==> src/hdl/cis_pkg.sv <==
package cis_pkg;

  localparam int BYTE_W = 8;
  localparam int CFG_DATA_W = 64;
  localparam int CFG_IDX_W = 2;
  localparam int LEN_CFG_W = 5;
  localparam int OUT_OFF_W = 16;
  localparam int IN_TDATA_W = 8;
  // found, match_offset, stopped_unprintable = 18 bits, padded to 3 bytes
  localparam int OUT_TDATA_W = 24;

  localparam logic [CFG_IDX_W-1:0] CFG_PAT_LOW = 2'd0;
  localparam logic [CFG_IDX_W-1:0] CFG_PAT_HIGH = 2'd1;
  localparam logic [CFG_IDX_W-1:0] CFG_PAT_LEN = 2'd2;
  localparam logic [CFG_IDX_W-1:0] CFG_BIN_MODE = 2'd3;

  localparam logic [BYTE_W-1:0] CHAR_TAB = 8'h09;
  localparam logic [BYTE_W-1:0] CHAR_SPACE = 8'h20;
  localparam logic [BYTE_W-1:0] CHAR_TILDE = 8'h7E;
  localparam logic [BYTE_W-1:0] CHAR_LOW_A = 8'h61;
  localparam logic [BYTE_W-1:0] CHAR_LOW_Z = 8'h7A;
  localparam logic [BYTE_W-1:0] CASE_BIT = 8'h20;

  typedef logic [BYTE_W-1:0] byte_t;

  // ASCII lower-case letters fold to upper case, nothing else changes
  function automatic byte_t fold_upper(input byte_t b);
    byte_t r;
    r = b;
    if (b >= CHAR_LOW_A && b <= CHAR_LOW_Z) begin
      r = b & ~CASE_BIT;
    end
    return r;
  endfunction

endpackage

==> src/hdl/case_insensitive_substring_search.sv <==
// Case-insensitive substring search. Each accepted item is one byte of a
// region (tlast marks the region's final byte). The block looks for the first
// occurrence of a 1 to MAX_PATTERN byte pattern, folding ASCII a-z to A-Z on
// both sides, and gives exactly one result per region: on the byte that
// completes a match, on an unprintable byte in text mode (mode bit clear;
// printable is 0x20-0x7E plus tab), or at the last byte. Bytes after a result
// are dropped until tlast. The offset counter saturates at 2^OFFSET_BITS-1.
// Throughput is one byte per clock: the whole window compare for a byte is
// done in the cycle it is accepted and lands in the output register, so a
// result appears in the cycle after its byte. in_tready drops only while a
// result sits in the output register and out_tready is low. Configuration
// is to be written only between regions with the block idle.
module case_insensitive_substring_search #(
  parameter int MAX_PATTERN = 16,
  parameter int OFFSET_BITS = 16
) (
  input  logic                               clk,
  input  logic                               rst_n,
  input  logic                               in_tvalid,
  output logic                               in_tready,
  input  logic [cis_pkg::IN_TDATA_W-1:0]     in_tdata,   // [7:0] data_byte
  input  logic                               in_tlast,   // last_in_region
  output logic                               out_tvalid,
  input  logic                               out_tready,
  // [0] found, [16:1] match_offset, [17] stopped_unprintable, [23:18] zero
  output logic [cis_pkg::OUT_TDATA_W-1:0]    out_tdata,
  input  logic                               cfg_we,
  input  logic [cis_pkg::CFG_IDX_W-1:0]      cfg_index,
  input  logic [cis_pkg::CFG_DATA_W-1:0]     cfg_data
);
  import cis_pkg::*;

  localparam int LEN_W = $clog2(MAX_PATTERN + 1);
  localparam int WIN_IW = (MAX_PATTERN > 1) ? $clog2(MAX_PATTERN) : 1;
  localparam logic [OFFSET_BITS-1:0] OFF_MAX = '1;

  // configuration, pattern kept already folded
  byte_t                pat_r [MAX_PATTERN];
  logic [LEN_CFG_W-1:0] pat_len_r;
  logic                 bin_mode_r;

  // region state
  byte_t                win_r [MAX_PATTERN];
  byte_t                win_nxt [MAX_PATTERN];
  logic [OFFSET_BITS-1:0] seen_r, seen_nxt;
  logic                 done_r, done_nxt;

  // output register
  logic                 out_valid_r, out_valid_nxt;
  logic                 out_found_r;
  logic [OUT_OFF_W-1:0] out_off_r;
  logic                 out_stop_r;

  logic                 acc;
  logic                 shift_en;
  logic                 emit, emit_found, emit_stop;
  logic [OUT_OFF_W-1:0] emit_off;
  logic [LEN_W-1:0]     len_eff, len_m1, pos;
  logic                 hit, printable;
  byte_t                b;

  assign in_tready = !out_valid_r || out_tready;
  assign acc = in_tvalid && in_tready;
  assign b = in_tdata[BYTE_W-1:0];

  assign out_tvalid = out_valid_r;
  assign out_tdata = {{(OUT_TDATA_W - OUT_OFF_W - 2){1'b0}}, out_stop_r, out_off_r,
                      out_found_r};

  always_ff @(posedge clk) begin
    if (!rst_n) begin
      for (int i = 0; i < MAX_PATTERN; i++) begin
        pat_r[i] <= '0;
      end
      pat_len_r <= LEN_CFG_W'(1);
      bin_mode_r <= 1'b0;
    end else if (cfg_we) begin
      unique case (cfg_index)
        CFG_PAT_LOW: begin
          for (int i = 0; i < MAX_PATTERN && i < 8; i++) begin
            pat_r[i] <= fold_upper(cfg_data[(i & 7)*8 +: 8]);
          end
        end
        CFG_PAT_HIGH: begin
          for (int i = 8; i < MAX_PATTERN; i++) begin
            pat_r[i] <= fold_upper(cfg_data[(i & 7)*8 +: 8]);
          end
        end
        CFG_PAT_LEN:  pat_len_r <= cfg_data[LEN_CFG_W-1:0];
        CFG_BIN_MODE: bin_mode_r <= cfg_data[0];
        default: ;
      endcase
    end
  end

  // zero acts as one, anything above the maximum acts as the maximum
  always_comb begin
    if (pat_len_r == '0) begin
      len_eff = LEN_W'(1);
    end else if (32'(pat_len_r) > 32'(MAX_PATTERN)) begin
      len_eff = LEN_W'(MAX_PATTERN);
    end else begin
      len_eff = LEN_W'(pat_len_r);
    end
    len_m1 = len_eff - LEN_W'(1);
  end

  assign printable = (b >= CHAR_SPACE && b <= CHAR_TILDE) || b == CHAR_TAB;

  always_comb begin
    win_nxt[0] = fold_upper(b);
    for (int k = 1; k < MAX_PATTERN; k++) begin
      win_nxt[k] = win_r[k-1];
    end
  end

  // pattern byte i lines up with window entry len-1-i (entry 0 is newest)
  always_comb begin
    hit = seen_r >= OFFSET_BITS'(len_m1);
    for (int i = 0; i < MAX_PATTERN; i++) begin
      pos = len_m1 - LEN_W'(i);
      if (LEN_W'(i) <= len_m1 && win_nxt[pos[WIN_IW-1:0]] != pat_r[i]) begin
        hit = 1'b0;
      end
    end
  end

  always_comb begin
    shift_en = 1'b0;
    emit = 1'b0;
    emit_found = 1'b0;
    emit_stop = 1'b0;
    emit_off = '0;
    seen_nxt = seen_r;
    done_nxt = done_r;
    if (acc) begin
      if (done_r) begin
        if (in_tlast) begin
          seen_nxt = '0;
          done_nxt = 1'b0;
        end
      end else if (!bin_mode_r && !printable) begin
        emit = 1'b1;
        emit_stop = 1'b1;
        if (in_tlast) begin
          seen_nxt = '0;
        end else begin
          done_nxt = 1'b1;
        end
      end else begin
        shift_en = 1'b1;
        if (hit) begin
          emit = 1'b1;
          emit_found = 1'b1;
          emit_off = (seen_r == OFF_MAX) ? OUT_OFF_W'(OFF_MAX)
                                         : OUT_OFF_W'(seen_r - OFFSET_BITS'(len_m1));
          if (in_tlast) begin
            seen_nxt = '0;
          end else begin
            done_nxt = 1'b1;
          end
        end else if (in_tlast) begin
          emit = 1'b1;
          seen_nxt = '0;
        end else if (seen_r != OFF_MAX) begin
          seen_nxt = seen_r + OFFSET_BITS'(1);
        end
      end
    end
  end

  always_comb begin
    out_valid_nxt = out_valid_r;
    if (in_tready) begin
      out_valid_nxt = acc && emit;
    end
  end

  always_ff @(posedge clk) begin
    if (!rst_n) begin
      seen_r <= '0;
      done_r <= 1'b0;
      out_valid_r <= 1'b0;
    end else begin
      seen_r <= seen_nxt;
      done_r <= done_nxt;
      out_valid_r <= out_valid_nxt;
    end
  end

  // window contents are only trusted once enough bytes of the region are in
  always_ff @(posedge clk) begin
    if (shift_en) begin
      for (int k = 0; k < MAX_PATTERN; k++) begin
        win_r[k] <= win_nxt[k];
      end
    end
    if (acc && emit) begin
      out_found_r <= emit_found;
      out_off_r <= emit_off;
      out_stop_r <= emit_stop;
    end
  end

endmodule

==> config.mk <==
export PLATFORM = sky130hd
export DESIGN_NAME = case_insensitive_substring_search
export DESIGN_NICKNAME = d
export VERILOG_FILES = /design/src/hdl/cis_pkg.sv /design/src/hdl/case_insensitive_substring_search.sv
export SDC_FILE = /design/constraint.sdc
export NUM_CORES = 1
export LEC_CHECK = 0
export ABC_AREA = 1
export BUFFER_PORTS_ARGS = -buffer_cell sky130_fd_sc_hd__buf_2
export CAP_MARGIN = 0
export CORE_AREA = 2 2 194 387
export CTS_BUF_LIST = sky130_fd_sc_hd__clkbuf_8
export CTS_CLUSTER_SIZE = 30
export DETAILED_ROUTE_END_ITERATION = 8
export DIE_AREA = 0 0 196 389
export PLACE_DENSITY = 0.57
export SKIP_CTS_REPAIR_TIMING = 1
export SLEW_MARGIN = 20
export SYNTH_ARGS = -nofsm -noshare
export SYNTH_HDL_FRONTEND = slang
export SYNTH_SLANG_ARGS = --single-unit
==> constraint.sdc <==
create_clock -name clk -period 15.6 [get_ports clk]
set_clock_uncertainty 0.15 [all_clocks]
set_input_delay 1.56 -clock clk [delete_from_list [all_inputs] [get_ports clk]]
set_output_delay 1.56 -clock clk [all_outputs]
set_load 0.01 [all_outputs]
==> metrics.md <==
| Metric | Value |
|---|---|
| Placed cells | 4185 |
| Tcrit/Tclk final | 43.6% |
| Area grow syn2layout | 9.55% |
| Synth top area cells | edfxtp_1, nand2_1, nand3_1 |
| Cell leakage power | 11.6 nW |
| Number of library cell types mapped by synthesis | 48 |
| Hold/Removal Path Class | register to register |
| Mapped Cells | 3287 |
| Number of global-route vias before repair | 21300 |
| Die ar. | 0.0762 mm2 |
| Most common flop cell mapped by yosys | edfxtp_1 |
| Highest Signal Layer | met4 |
| Critical Path Fanout Max | 73 |
| GR Util All Layers | 23.2% |
| Syn Std Cell Area | 0.0218 mm2 |
| Largest family of logic cells by synthesized area | simple AND/OR/NAND/NOR gates |
| Seq/Total Area, Yosys | between 30% and 40% |
| Top-area cell type share of the netlist area | between 30% and 40% |
| Metal2 WL | 42300 um |
| Core Box Area | roughly 0.073 mm2 |
| Wire per inst | 21.0 um |
| Kind of critical path | register to register |
| Multiplexer share of the synthesized area | 0% |
| Cts bufs inserted | 50 |
| Worst-Margin Slew | 1.04 ns |
| Number of synthesized flops with an enable pin | 266 |
| Pwr/cell area | 110 mW/mm2 |
| Hold Vio Cnt, Final | 0 |
| Pins Over Slew Limit | 0 |
| Chip width | 196 um |
| Clock sink total | 290 |
| First-pass GRT wire length | about 130000 um |
| Average size of a mapped cell | about 6.6 um2 |
| Initial Util | 29.8% |
| Outcome | finished, final reports clean |
| Fin util | approximately 33% |
| Seq cells post-synth | a little under 300 |
| Number of routed nets with antenna violations | 0 |
| Root buffer cell | clkbuf_8 |
| Vias after detailed routing | approximately 23000 |
| Register area | 0.00847 mm2 |
| Total gr overflow | 0 |
| WHS | 0.302 ns |
| Largest net degree at the start of global routing | 88 |
| Chip height | 389 um |
| DP Worst Slack | 8.97 ns |
| Critical path arrival | 6.94 ns |
| Post-Synth Simple-Gate Area | 47.3% |
| # DRC | 0 |
| DRT Pass-1 Iters | 6 |
| Vias per std cell | between 5 and 6 |
| Post-synth ARST share | 0% |
| Buffer levels on the longest clock path | 3 |
| TNS Setup | 0 ns |
| Clock Pin Slew Worst Setup and Hold Paths | 0.07 ns |
| Peak VDD IR | 0.0000896 V |
| Multi-input gate area | roughly 0.011 mm2 |
| H-tree Lvls | 2 |
| Xor and xnor area share after synthesis | 0.641% |
| Initial antenna violation count | 2 |
| Worst Setup End Kind | register |
| Fillers | 7983 |
| FP Rows | between 100 and 150 |
| Non-filler cells, final | 4281 |
| IO Count | 106 |
| Fin crit period | 6.80 ns |
| Wire length on met3 | 5530 um |
| Synth Warn # | 0 |
| Max Cap Viol | 0 |
| Setup crit start kind | register |
| Layout cell share with drive strength beyond 1 | about 7% |
| Synth Area in Adders | 0.893% |
| Setup Viol. Count Final | 0 |
| Worst-Skew Late Latency | 0.69 ns |
| Normalized max-slew margin | 30.4% |
| Endpoint required time on the critical path | 15.73 ns |
| Fmax | 147 MHz |
| Compound-gate portion of the synthesized area | 2.97% |
| Input/output buffers | 99 |
| Hpwl dp | between 60000 and 70000 um |
| Met1 WL | 36100 um |
| Starting DRC count in detailed routing | 2428 |
| Largest area contributor in the netlist | edfxtp_1 |
| Final #Nets | 3403 |
| Final wirelength | 90000 um |
| CTS tree | done |
| GPL Wtd Cong | between 1 and 1.5 |
| Setup slack after layout | 8.80 ns |
| Unrepaired setup endpoints after global routing | false |
## synthesized netlist by cell type (3+ instances only)
library cell  instances
a21o_1                4
a21oi_1              31
a31oi_1               5
a41oi_1               6
and2_1                6
buf_1                23
buf_2                64
buf_4                19
buf_6                 6
clkbuf_1             50
clkinv_1              5
dfxtp_1              24
edfxtp_1            266
ha_1                 14
inv_1               325
inv_2                 5
nand2_1            1199
nand2_2              12
nand2_4               5
nand3_1             838
nand3_2               3
nand3b_1             58
nand4_1              24
nor2_1              193
nor2_2                3
nor3_1               10
o211ai_1              5
o21a_1                3
o21ai_0              28
o21ai_1              18
xnor2_1              11
xor2_1                5
## layout make-up
type                            count  share of cell area, %
Antenna cell                        3                 0.0314
Sequential cell                   290                   35.4
Timing Repair Buffer              126                   2.92
Multi-Input combinational cell   2505                   47.5
Inverter                          335                   5.27
Clock inverter                     39                  0.972
Clock buffer                       54                   3.11
Tap cell                          929                   4.86
## stage by stage
step | instance area (um2) | power [mW]
finish | 23900 | 2.63
global route | 23900 | 2.79
CTS | 23900 | 2.64
detailed placement | 22900 | 1.91
global placement | 22900 | 1.90
floorplan | 21900 | 1.62
## cells in the final DEF, fill, tap and decap left out, drive strengths merged, types with 6 or more instances in the layout
master	netlist	layout
o21ai	46	46
conb	1	6
a21oi	32	32
dfxtp	24	24
nor2	198	198
and2	6	6
nand3	841	841
edfxtp	266	266
nand3b	58	58
buf	112	126
nand4	24	24
nor3	10	10
ha	14	14
inv	330	343
nand2	1216	1216
xnor2	11	11
clkbuf	50	54
clkinv	5	27
a41oi	6	6
## sequential cells by signal, indices dropped and copies added, names as in the netlist, 5 cells and up
register	cells
pat_len_r	5
out_off_r	16
seen_r	16
win_r	120
pat_r	128
## final timing paths
path                            slack (ns)           end  depth (start not counted)          from
worst min-delay path                  0.30  win_r[1][13]                          0   win_r[1][5]
worst min register to register        0.30  win_r[1][13]                          0   win_r[1][5]
worst max-delay path                  8.80  out_off_r[6]                         23  pat_len_r[4]
worst max register to register        8.80  out_off_r[6]                         23  pat_len_r[4]
## layer usage
metal  global-route usage [%]  vias to the layer above
li1                         -                    10900
met1                     28.0                    10700
met2                     38.9                      818
met3                     3.75                      243
met4                     13.6                        0
met5                        0                        -
## power breakdown
| part | leakage, nW | total (mW) | internal, mW | switching (mW) |
|---|---|---|---|---|
| sequential | 2.75 | 0.949 | 0.911 | 0.0389 |
| combinational | 8.29 | 0.962 | 0.272 | 0.690 |
| clock | 0.549 | 0.723 | 0.355 | 0.368 |
| total | 11.6 | 2.63 | 1.54 | 1.10 |
## critical path, stage by stage (launching register included)
cell and delay [ns]:
dfxtp_1 0.47, inv_4 0.53, nand2_4 0.37, ha_2 0.46
buf_4 0.67, ha_1 0.52, a21oi_1 0.26, nand3_1 0.18
nand2_1 0.43, nand3_1 0.31, nand2_1 0.07, nand2_1 0.06
nand3_1 0.07, nor2_1 0.10, nand2_1 0.14, nand2_1 0.24
nand2_1 0.10, nor2_1 0.09, nand2_1 0.07, nor2_2 0.14
nand2_2 0.15, nand3_1 0.10, nand2_1 0.13, inv_1 0.52
## cells by family (layout without fill, tap and decap cells)
group                    count (synthesis)  in the layout
buffers and inverters                  497            554
XOR/XNOR                                16             16
AO/OA/AOI/OAI                          110            110
other                                    1              9
adder cells (fa/ha/maj)                 15             15
AND/OR/NAND/NOR                       2358           2358
flip-flops                             290            290
Power figures use the tool's default switching activity.
